File: config.mk
export PLATFORM = sky130hd
export DESIGN_NAME = datetime_plus_seconds_core
export DESIGN_NICKNAME = d
export VERILOG_FILES = /design/src/rtl/dtp_pkg.sv /design/src/rtl/dtp_div.sv /design/src/rtl/datetime_plus_seconds_core.sv
export SDC_FILE = /design/constraint.sdc
export NUM_CORES = 2
export LEC_CHECK = 0
export ABC_AREA = 1
export BUFFER_PORTS_ARGS = -buffer_cell sky130_fd_sc_hd__buf_2
export CAP_MARGIN = 20
export CORE_UTILIZATION = 60
export CTS_BUF_LIST = sky130_fd_sc_hd__clkbuf_8
export DETAILED_ROUTE_END_ITERATION = 12
export GPL_ROUTABILITY_DRIVEN = 0
export HOLD_SLACK_MARGIN = 0.02
export MAX_ROUTING_LAYER = met4
export PLACE_DENSITY = 0.83
export RECOVER_POWER = 100
export SLEW_MARGIN = 20
export SYNTH_ARGS = -nofsm -noshare
export SYNTH_HDL_FRONTEND = slang
export SYNTH_SLANG_ARGS = --single-unit
File: constraint.sdc
create_clock -name i_clk -period 10.2 [get_ports i_clk]
set_input_delay 0.51 -clock i_clk [delete_from_list [all_inputs] [get_ports i_clk]]
set_output_delay 0.51 -clock i_clk [all_outputs]
set_load 0.02 [all_outputs]
File: src/rtl/dtp_pkg.sv
package dtp_pkg;

    // field widths
    localparam int YEAR_W  = 14;
    localparam int FIELD_W = 7;
    localparam int ADD_W   = 32;
    localparam int DIV_W   = ADD_W + 1;
    localparam int REM_W   = 7;
    localparam int CNT_W   = 2;
    localparam int DAYS_W  = 16;

    // divide unit widths: operand after the power-of-two pre-shift, reciprocal, product
    localparam int SCALE_W  = 31;
    localparam int RECIP_W  = 30;
    localparam int PROD_W   = SCALE_W + RECIP_W;
    localparam int RECIP_SH = 31;

    // calendar constants
    localparam logic [YEAR_W-1:0]  YEAR_MAX     = 14'd9999;
    localparam logic [REM_W-1:0]   SEC_PER_MIN  = 7'd60;
    localparam logic [REM_W-1:0]   MIN_PER_HOUR = 7'd60;
    localparam logic [REM_W-1:0]   HOUR_PER_DAY = 7'd24;
    localparam logic [REM_W-1:0]   YEAR_PER_CEN = 7'd100;
    localparam logic [FIELD_W-1:0] MONTH_DEC    = 7'd12;
    localparam logic [CNT_W-1:0]   DIV_STEPS    = CNT_W'(3);

    // odd factors of the divisors and their scaled reciprocals
    localparam logic [REM_W-1:0]   BASE_CEN   = YEAR_PER_CEN >> 2;
    localparam logic [REM_W-1:0]   BASE_SIXTY = SEC_PER_MIN >> 2;
    localparam logic [REM_W-1:0]   BASE_DAY   = HOUR_PER_DAY >> 3;
    localparam logic [RECIP_W-1:0] RECIP_CEN   = RECIP_W'((64'd1 << RECIP_SH) / BASE_CEN);
    localparam logic [RECIP_W-1:0] RECIP_SIXTY = RECIP_W'((64'd1 << RECIP_SH) / BASE_SIXTY);
    localparam logic [RECIP_W-1:0] RECIP_DAY   = RECIP_W'((64'd1 << RECIP_SH) / BASE_DAY);

    typedef struct packed {
        logic [YEAR_W-1:0]  start_year;
        logic [FIELD_W-1:0] start_month;
        logic [FIELD_W-1:0] start_day;
        logic [FIELD_W-1:0] start_hour;
        logic [FIELD_W-1:0] start_minute;
        logic [FIELD_W-1:0] start_second;
        logic [ADD_W-1:0]   add_seconds;
    } t_req;

    typedef struct packed {
        logic              error_flag;
        logic [YEAR_W-1:0] end_year;
        logic [3:0]        end_month;
        logic [4:0]        end_day;
        logic [4:0]        end_hour;
        logic [5:0]        end_minute;
        logic [5:0]        end_second;
    } t_rsp;

    typedef enum logic [1:0] {
        DIV_CENTURY,
        DIV_SIXTY,
        DIV_DAY
    } t_div_op;

    typedef struct packed {
        logic    load;
        t_div_op op;
    } t_div_ctrl;

    typedef enum logic [2:0] {
        ST_IDLE,
        ST_LOAD,
        ST_WAIT,
        ST_CHECK,
        ST_WALK,
        ST_DONE
    } t_state;

    typedef enum logic [1:0] {
        PH_YEAR,
        PH_SEC,
        PH_MIN,
        PH_HOUR
    } t_phase;

    // leap year from year mod 100 and century mod 4
    function automatic logic is_leap(input logic [REM_W-1:0] yr_lo, input logic [1:0] cent);
        is_leap = ((yr_lo[1:0] == 2'd0) && (yr_lo != '0)) ||
                  ((yr_lo == '0) && (cent == 2'd0));
    endfunction

    // days in month, month codes outside 1..12 read as 31
    function automatic logic [4:0] month_len(input logic [3:0] m, input logic leap);
        logic [4:0] len;
        unique case (m)
            4'd4, 4'd6, 4'd9, 4'd11: len = 5'd30;
            4'd2:                    len = leap ? 5'd29 : 5'd28;
            default:                 len = 5'd31;
        endcase
        month_len = len;
    endfunction

endpackage

File: src/rtl/dtp_div.sv
module dtp_div
    import dtp_pkg::*;
(
    input  logic             i_clk,
    input  logic             i_rst_n,
    input  t_div_ctrl        i_ctrl,
    input  logic [DIV_W-1:0] i_dividend,
    output logic [DIV_W-1:0] o_quot,
    output logic [REM_W-1:0] o_rem,
    output logic             o_done
);

    localparam logic [CNT_W-1:0] STEP_MUL = DIV_STEPS;
    localparam logic [CNT_W-1:0] STEP_REM = CNT_W'(2);
    localparam logic [CNT_W-1:0] STEP_FIX = CNT_W'(1);

    logic [CNT_W-1:0]   r_cnt;
    t_div_op            r_op;
    logic [SCALE_W-1:0] r_y;
    logic [2:0]         r_lo;
    logic [DIV_W-1:0]   r_q;
    logic [REM_W-1:0]   r_r;

    logic [SCALE_W-1:0] w_y;
    logic [2:0]         w_lo;
    logic [REM_W-1:0]   w_base;
    logic [RECIP_W-1:0] w_recip;
    logic [PROD_W-1:0]  w_prod;
    logic [REM_W-1:0]   w_qd;

    // split off the power-of-two factor of the divisor
    always_comb begin
        if (i_ctrl.op == DIV_DAY) begin
            w_y  = {1'b0, i_dividend[DIV_W-1:3]};
            w_lo = i_dividend[2:0];
        end else begin
            w_y  = i_dividend[DIV_W-1:2];
            w_lo = {1'b0, i_dividend[1:0]};
        end
    end

    // odd factor and its reciprocal
    always_comb begin
        unique case (r_op)
            DIV_CENTURY: begin
                w_base  = BASE_CEN;
                w_recip = RECIP_CEN;
            end
            DIV_SIXTY: begin
                w_base  = BASE_SIXTY;
                w_recip = RECIP_SIXTY;
            end
            DIV_DAY: begin
                w_base  = BASE_DAY;
                w_recip = RECIP_DAY;
            end
            default: begin
                w_base  = BASE_DAY;
                w_recip = RECIP_DAY;
            end
        endcase
    end

    // quotient estimate is low by at most one; remainder needs only the low bits
    always_comb begin
        w_prod = PROD_W'(r_y) * PROD_W'(w_recip);
        w_qd   = r_q[REM_W-1:0] * w_base;
    end

    // step counter
    always_ff @(posedge i_clk) begin
        if (!i_rst_n) begin
            r_cnt <= '0;
        end else if (i_ctrl.load) begin
            r_cnt <= DIV_STEPS;
        end else if (r_cnt != '0) begin
            r_cnt <= r_cnt - 1'b1;
        end
    end

    // multiply, remainder, then one correction step
    always_ff @(posedge i_clk) begin
        if (i_ctrl.load) begin
            r_op <= i_ctrl.op;
            r_y  <= w_y;
            r_lo <= w_lo;
        end else if (r_cnt == STEP_MUL) begin
            r_q <= DIV_W'(w_prod[PROD_W-1:RECIP_SH]);
        end else if (r_cnt == STEP_REM) begin
            r_r <= r_y[REM_W-1:0] - w_qd;
        end else if ((r_cnt == STEP_FIX) && (r_r >= w_base)) begin
            r_q <= r_q + 1'b1;
            r_r <= r_r - w_base;
        end
    end

    assign o_quot = r_q;
    assign o_rem  = (r_op == DIV_DAY) ? {r_r[3:0], r_lo} : {r_r[4:0], r_lo[1:0]};
    assign o_done = (r_cnt == '0);

endmodule

File: src/rtl/datetime_plus_seconds_core.sv
// channel  | direction | handshake            | payload
// request  | in        | i_valid / o_stall    | i_req (t_req)
// response | out       | o_valid / i_stall    | o_rsp (t_rsp)
//
// one request runs through accept, four divisions, check and hand-off, plus one walk
// step per month crossed and one for the last part month.
// the reciprocal-multiply divide unit is shared for year/100, seconds/60, minutes/60, hours/24.
// o_stall is high while a request is in work; the response register lets the next
// request in while a finished response is still stalled.
// reset (synchronous, active low) returns to idle with no response pending.
module datetime_plus_seconds_core
    import dtp_pkg::*;
(
    input  logic i_clk,
    input  logic i_rst_n,
    input  logic i_valid,
    output logic o_stall,
    input  t_req i_req,
    output logic o_valid,
    input  logic i_stall,
    output t_rsp o_rsp
);

    t_state r_state, n_state;
    t_phase r_phase, n_phase;
    logic   r_o_valid, n_o_valid;
    t_rsp   r_rsp, n_rsp;

    logic [YEAR_W-1:0]  r_year, n_year;
    logic [FIELD_W-1:0] r_month, n_month;
    logic [FIELD_W-1:0] r_day, n_day;
    logic [FIELD_W-1:0] r_hour_in, n_hour_in;
    logic [FIELD_W-1:0] r_min_in, n_min_in;
    logic [DIV_W-1:0]   r_work, n_work;
    logic [DAYS_W-1:0]  r_days, n_days;
    logic [REM_W-1:0]   r_yr_lo, n_yr_lo;
    logic [1:0]         r_cent, n_cent;
    logic               r_err, n_err;
    logic [5:0]         r_sec, n_sec;
    logic [5:0]         r_min, n_min;
    logic [4:0]         r_hour, n_hour;

    t_div_ctrl          w_div_ctrl;
    logic [DIV_W-1:0]   w_dividend;
    logic [DIV_W-1:0]   w_quot;
    logic [REM_W-1:0]   w_rem;
    logic               w_div_done;
    logic               w_leap;
    logic [4:0]         w_ml;
    logic [DAYS_W:0]    w_sum;
    logic [DAYS_W-1:0]  w_skip;
    logic               w_out_free;

    // shared divider
    dtp_div u_div (
        .i_clk      (i_clk),
        .i_rst_n    (i_rst_n),
        .i_ctrl     (w_div_ctrl),
        .i_dividend (w_dividend),
        .o_quot     (w_quot),
        .o_rem      (w_rem),
        .o_done     (w_div_done)
    );

    // divider operand select
    always_comb begin
        w_div_ctrl.load = (r_state == ST_LOAD);
        unique case (r_phase)
            PH_YEAR: w_div_ctrl.op = DIV_CENTURY;
            PH_SEC:  w_div_ctrl.op = DIV_SIXTY;
            PH_MIN:  w_div_ctrl.op = DIV_SIXTY;
            PH_HOUR: w_div_ctrl.op = DIV_DAY;
            default: w_div_ctrl.op = DIV_DAY;
        endcase
        w_dividend = (r_phase == PH_YEAR) ? DIV_W'(r_year) : r_work;
    end

    // calendar helpers for the current month
    always_comb begin
        w_leap = is_leap(r_yr_lo, r_cent);
        w_ml   = month_len(r_month[3:0], w_leap);
        w_sum  = {1'b0, r_days} + (DAYS_W+1)'(r_day);
        w_skip = DAYS_W'(w_ml) - DAYS_W'(r_day) + DAYS_W'(1);
    end

    assign w_out_free = !r_o_valid || !i_stall;

    // next state
    always_comb begin
        n_state = r_state;
        unique case (r_state)
            ST_IDLE:  if (i_valid) n_state = ST_LOAD;
            ST_LOAD:  n_state = ST_WAIT;
            ST_WAIT: begin
                if (w_div_done) n_state = (r_phase == PH_HOUR) ? ST_CHECK : ST_LOAD;
            end
            ST_CHECK: n_state = ST_WALK;
            ST_WALK: begin
                if (r_err || (r_days == '0)) n_state = ST_DONE;
            end
            ST_DONE:  if (w_out_free) n_state = ST_IDLE;
            default:  n_state = ST_IDLE;
        endcase
    end

    // datapath and outputs
    always_comb begin
        n_phase   = r_phase;
        n_year    = r_year;
        n_month   = r_month;
        n_day     = r_day;
        n_hour_in = r_hour_in;
        n_min_in  = r_min_in;
        n_work    = r_work;
        n_days    = r_days;
        n_yr_lo   = r_yr_lo;
        n_cent    = r_cent;
        n_err     = r_err;
        n_sec     = r_sec;
        n_min     = r_min;
        n_hour    = r_hour;
        n_rsp     = r_rsp;
        n_o_valid = r_o_valid && i_stall;
        unique case (r_state)
            ST_IDLE: begin
                // capture request
                if (i_valid) begin
                    n_year    = i_req.start_year;
                    n_month   = i_req.start_month;
                    n_day     = i_req.start_day;
                    n_hour_in = i_req.start_hour;
                    n_min_in  = i_req.start_minute;
                    n_work    = DIV_W'(i_req.add_seconds) + DIV_W'(i_req.start_second);
                    n_phase   = PH_YEAR;
                    n_err     = 1'b0;
                end
            end
            ST_WAIT: begin
                // collect quotient and remainder of the finished phase
                if (w_div_done) begin
                    unique case (r_phase)
                        PH_YEAR: begin
                            n_yr_lo = w_rem;
                            n_cent  = w_quot[1:0];
                            n_phase = PH_SEC;
                        end
                        PH_SEC: begin
                            n_sec   = w_rem[5:0];
                            n_work  = w_quot + DIV_W'(r_min_in);
                            n_phase = PH_MIN;
                        end
                        PH_MIN: begin
                            n_min   = w_rem[5:0];
                            n_work  = w_quot + DIV_W'(r_hour_in);
                            n_phase = PH_HOUR;
                        end
                        PH_HOUR: begin
                            n_hour  = w_rem[4:0];
                            n_days  = w_quot[DAYS_W-1:0];
                            n_phase = PH_YEAR;
                        end
                        default: n_phase = PH_YEAR;
                    endcase
                end
            end
            ST_CHECK: begin
                // start date validity
                n_err = (r_year > YEAR_MAX) || (r_month == '0) || (r_month > MONTH_DEC) ||
                        (r_day == '0) || (r_day > FIELD_W'(w_ml));
            end
            ST_WALK: begin
                // advance one month, or finish inside this month
                if (!r_err && (r_days != '0)) begin
                    if (w_sum > (DAYS_W+1)'(w_ml)) begin
                        n_days = r_days - w_skip;
                        n_day  = FIELD_W'(1);
                        if (r_month == MONTH_DEC) begin
                            n_month = FIELD_W'(1);
                            n_year  = r_year + 1'b1;
                            if (r_year >= YEAR_MAX) n_err = 1'b1;
                            if (r_yr_lo == YEAR_PER_CEN - 1'b1) begin
                                n_yr_lo = '0;
                                n_cent  = r_cent + 1'b1;
                            end else begin
                                n_yr_lo = r_yr_lo + 1'b1;
                            end
                        end else begin
                            n_month = r_month + 1'b1;
                        end
                    end else begin
                        n_day  = r_day + FIELD_W'(r_days);
                        n_days = '0;
                    end
                end
            end
            ST_DONE: begin
                // hand result to the response register
                if (w_out_free) begin
                    n_o_valid = 1'b1;
                    n_rsp     = '0;
                    if (r_err) begin
                        n_rsp.error_flag = 1'b1;
                    end else begin
                        n_rsp.end_year   = r_year;
                        n_rsp.end_month  = r_month[3:0];
                        n_rsp.end_day    = r_day[4:0];
                        n_rsp.end_hour   = r_hour;
                        n_rsp.end_minute = r_min;
                        n_rsp.end_second = r_sec;
                    end
                end
            end
            default: n_err = r_err;
        endcase
    end

    // control registers
    always_ff @(posedge i_clk) begin
        if (!i_rst_n) begin
            r_state   <= ST_IDLE;
            r_phase   <= PH_YEAR;
            r_o_valid <= 1'b0;
            r_err     <= 1'b0;
        end else begin
            r_state   <= n_state;
            r_phase   <= n_phase;
            r_o_valid <= n_o_valid;
            r_err     <= n_err;
        end
    end

    // payload registers
    always_ff @(posedge i_clk) begin
        r_year    <= n_year;
        r_month   <= n_month;
        r_day     <= n_day;
        r_hour_in <= n_hour_in;
        r_min_in  <= n_min_in;
        r_work    <= n_work;
        r_days    <= n_days;
        r_yr_lo   <= n_yr_lo;
        r_cent    <= n_cent;
        r_sec     <= n_sec;
        r_min     <= n_min;
        r_hour    <= n_hour;
        r_rsp     <= n_rsp;
    end

    assign o_stall = (r_state != ST_IDLE);
    assign o_valid = r_o_valid;
    assign o_rsp   = r_rsp;

endmodule

Word-level counts from Yosys, hierarchy flattened --
Cells that the tools add are included.
Storage, ports and cells: input bits 85, ROM bits 0, RAM bits 0, flip-flop bits (word level) 243, output and inout port bits 43, logic and storage cells 218, bits in latches 0, memories kept 0
Operators by class: divide/modulo/power cells 0, $mul 2, shifts and indexed selects 0, reduce and logical (&&, ||, !) cells 55, multiplexer cells 71, $lt $le $gt $ge 6, bitwise logic cells 2, equality and inequality tests 34, add/subtract/negate cells 16
Operators with widths (count):
- two-way mux 33 bit | 5
- one-hot mux 33 bit (2 select lines) | 2
- two-way mux 7 bit | 16
- adder 33 x 7 -> 33 bit | 2
- two-way mux 16 bit | 4
- multiplier 31 x 30 -> 61 bit | 1
- two-way mux 30 bit | 2
- one-hot mux 30 bit (2 select lines) | 1
- two-way mux 14 bit | 4
- one-hot mux 7 bit (2 select lines) | 3
- adder 32 x 7 -> 33 bit | 1
- adder 33 x 1 -> 33 bit, second input constant | 1
- one-hot mux 16 bit (2 select lines) | 1
- one-hot mux 14 bit (2 select lines) | 1
- two-way mux 2 bit | 11
- logical NOT 7 bit | 3
- AND reduction 3 bit | 7
- inequality test 2 bit, second input constant | 10
- one-hot mux 3 bit (6 select lines) | 1
- adder 16 x 7 -> 17 bit | 1
- > comparator 17 x 5 -> 1 bit | 1
- logical NOT 16 bit | 1
- AND reduction 4 bit | 4
- nonzero test 16 bit | 1
- 50 further kinds | 102

Longest topological paths before layout --
depth after elaboration 11, gate-level depth with buffers 38, mapped depth without buffers 36

By module --
Synthesis repeated with hierarchy kept, for this count alone.
Second synthesis, totals: cells, all modules 4799, area, all modules 40278.6 sq um
Modules (own cells, without submodules):
- dtp_div | instances 1, area an instance 29283.1 sq um, sequential area each 2322.2 sq um, cells each 3452
- datetime_plus_seconds_core | instances 1, area an instance 10995.5 sq um, sequential area each 4884.7 sq um, cells each 1347

Worst setup path before layout --
OpenSTA, ideal clock, no wires.
path type flip-flop to flip-flop, start register u_div.r_op[1], end register u_div.r_q[16] (netlist: u_div.o_quot[16]) (data pin), path slack 2770 ps, clock period less this slack 7430 ps, required time 9946 ps, arrival 7176 ps, library setup time 254 ps, cell stages (with the launch flop) 28, buffers on the path 3, cells stage by stage edfxtp_1 > buf_4 > inv_2 > nand2_2 > clkbuf_1 > clkbuf_1 > nor2_1 > inv_1 > fa_1 > inv_1 > fa_1 > fa_1 > fa_1 > fa_1 > fa_1 > fa_1 > inv_1 > fa_1 > inv_1 > ha_1 > a21oi_1 > o21ai_0 > a21oi_1 > o21ai_0 > a211oi_1 > nand3b_1 > nand3_1 > nand2_1
On the way: cells in the longest elaborated chain, start to end 4, elaborated cells between the ends (all ways) 5, those cells by class mul (1); eq/ne (1); mux (2); reduce/logical (1)
RTL lines:
- from (decl) | RTL line dtp_div.sv:18 | t_div_op r_op;
- from (signal assigned) | RTL line dtp_div.sv:84 | r_op <= i_ctrl.op;
- equality test 2 x 1 -> 1 bit / logical NOT 2 bit (equally long branches) | RTL line dtp_div.sv:44 | unique case (r_op)
- one-hot mux 30 bit (2 select lines) (*) | RTL line dtp_div.sv:44
- multiplier 31 x 30 -> 61 bit (*) | RTL line dtp_div.sv:66 | w_prod = PROD_W'(r_y) * PROD_W'(w_recip);
- two-way mux 30 bit (*) | RTL line dtp_div.sv:87 | end else if (r_cnt == STEP_MUL) begin
- to (signal assigned) | RTL line dtp_div.sv:88 | r_q <= DIV_W'(w_prod[PROD_W-1:RECIP_SH]);
- to (signal assigned) | RTL line dtp_div.sv:92 | r_q <= r_q + 1'b1;
- to (decl) | RTL line dtp_div.sv:21 | logic [DIV_W-1:0] r_q;
Every way passes the cells marked *; elsewhere a longest branch is shown, timed or not. A chain may end at the register's enable or synchronous reset.

Worst setup path in the final report --
start register u_div.r_op[0], end register u_div.r_q[16] (netlist: u_div.o_quot[16]) (data pin)
The elaborated chain is that of the path after synthesis.

==> out/qor.txt <==
status = finished with violations
failing checks = max-capacitance violations, max-slew violations
Die ar. = 67830 sq um
Initial Utilization = 0.6074
Post-Synthesis Cells = 4786
crit path max fanout = 21
CP Data Required Time = 10.59 ns
Least-Margin Pin Slew = 3.056 ns
CTS tree = yes
IO buf count = 127
WP data arrival = 9.73 ns
Site Rows = 94
number of remaining DRC errors = 0
critical path buffer and inverter count = 6
core area = 65980 sq um
DRT iter0 DRCs = 4358
layout cell share with drive strength beyond 1 = 0.03895
Vias/cell = 5.767
I/O pin count = 128
Worst Setup Start Kind = flop
leading area contributor after synthesis = fa_1
worst min path class = in -> reg
CP Class = reg -> reg
r2r startpoint = u_div.r_op[0]
main flop type after synthesis = edfxtp_1
grt total ovfl = 0
Post-synth EDFFs = 234
Sink Count = 243
CP Launch Point = u_div.r_op[0]
DRT Pass-1 Iters = 9
post-CTS sizing = 0
RSZ-0062 raised after global routing = no
Hold Vio Cnt, Final = 0
relative slew slack = -1.037
Ys Warns = 0
initial antenna violation count = 1
delay-heaviest family, CP = adder cells
fin cells = 5821
CTS buffer count = 42
Final HPWL DP = 99.91 mm
CP Capture Type = flop
DRT antenna net count = 0
worst skew pair latency = 0.63 ns
Final min period = 9.338 ns
first-pass GRT wire length = 184.7 mm
number of library cell types mapped by synthesis = 60
Setup Viol. Count Final = 0
routed len/inst = 20.34 microns
Final Skew = 0.02372 ns
WL final = 118.4 mm
top cells by area, synth = fa_1 (30%), edfxtp_1 (18%), ha_1 (15%)
postcts setup bufs = 0
Hold Startpoint = i_req[42]
Tcrit/Tclk final = 0.9155
#FFs+latches synth = 243
Max-cap violations = 8
Final #Nets = 6078
Die Wd = 260.4 microns
most used cell, CP = fa_1
Max H-tree Level = 2
Clock Tree Buf Depth = 3
Root Buffer = clkbuf_8
Slew Viols, Final = 319
Slowest-stage cell, CP = clkinv_1
syn avg cell area = 8.374 sq um
Post-CTS Hold Buffers = 0
register area share after synthesis = 0.1798
placed cell count = 5741
Die Height = 260.4 microns
Synth top area share = 0.2967
DR vias = 33568
Worst-path clk slew = 0.07 ns
Post-Syn Area = 40080 sq um
vias in the first global route = 34064
Overall Global Routing Usage = 0.3699
Layout area overhead = 5.932%
largest net degree at the start of global routing = 58
Async S/R FF share, synth = 0
Max Freq = 107.1 MHz
Setup TNS = 0 ns
Worst path max stage delay = 0.93 ns
cell usage after synthesis, types with 6 or more instances:
master / count
a31oi_1: 14
nand2_1: 727
nor2_4: 6
inv_1: 1298
a21boi_0: 7
fa_1: 594
buf_1: 8
nor2_1: 472
xnor2_1: 30
nand4_1: 40
o21ai_2: 6
nor4_1: 15
dfxtp_1: 9
edfxtp_1: 234
o22ai_1: 14
nand3b_1: 12
nor3_1: 50
o21bai_1: 10
o21ai_1: 15
ha_1: 477
o21ai_0: 186
xor2_1: 69
o211ai_1: 8
a21oi_1: 146
clkbuf_1: 63
inv_2: 6
nand3_1: 191
a21o_1: 7
routing by layer:
metal  global-route usage  part of all wire  up-vias
met5                    -                 0        -
met4               0.1961             0.064        0
met3               0.1061              0.13      554
met2               0.5440              0.44     2296
met1               0.4625              0.36    15794
li1                     -                 -    14924
cells by family (layout without fill, tap and decap cells):
group	after synthesis	in the layout	share of synthesized area
compound gates	436	436	0.05973
xor+xnor	99	99	0.02164
fa+ha+maj	1071	1071	0.4456
buf+inv	1385	1541	0.1302
flops	243	243	0.1798
mux	3	3	0.0007493
other cells	2	17	0.0001874
simple gates	1547	1547	0.1621
layout make-up:
cell class	count	area, sq um
sequential	243	7207
tap	864	1081
antenna	2	5.005
multi-input combinational	3171	27670
fill	5156	23530
inverter	1308	4911
clock buffer	42	578.1
clock inverter	35	259.0
timing repair buffer	156	744.5
cell usage in the layout, fill, tap and decap left out, types with 30 or more instances in the layout:
cell type,netlist,layout
buf_2,4,82
xnor2_1,30,30
clkbuf_1,63,59
inv_1,1298,1309
edfxtp_1,234,234
nor3_1,50,51
nand4_1,40,41
xor2_1,69,69
clkbuf_8,0,42
ha_1,477,477
nand3_1,191,193
fa_1,594,594
o21ai_0,186,197
nor2_1,472,472
nand2_1,727,729
a21oi_1,146,146
stage by stage:
stage          hold WS, ns  instance area [sq um]    util  setup WS [ns]
3_3_place_gp        0.5156                  41780  0.6333          1.677
6_report           0.06089                  42450  0.6434         0.8620
3_5_place_dp        0.5215                  41820  0.6338          1.463
5_1_grt            0.05033                  42450  0.6434         0.5182
4_1_cts            0.03569                  42650  0.6465          1.506
2_1_floorplan       0.4064                  40120       -          2.770
state kept, by name (all words and copies together), names as in the netlist, 5 cells and up:
register,flops
r_min_in,7
r_min,6
u_div.o_quot,33
u_div.r_r,7
r_year,14
r_day,7
r_days,16
o_rsp,41
r_work,33
r_yr_lo,7
r_sec,6
r_month,7
u_div.r_y,31
r_hour,5
r_hour_in,7
worst paths after layout:
path | slack, ns | end | depth (start not counted)
setup / recovery | 0.86 | u_div.o_quot[16] | 25
hold / removal | 0.06 | r_min_in[3] | 1
setup reg to reg | 0.86 | u_div.o_quot[16] | 25
hold reg to reg | 0.54 | o_rsp[6] | 2
Power is not shown: default switching activity piles up to over one toggle a cycle in this logic, so the estimate is an artifact.
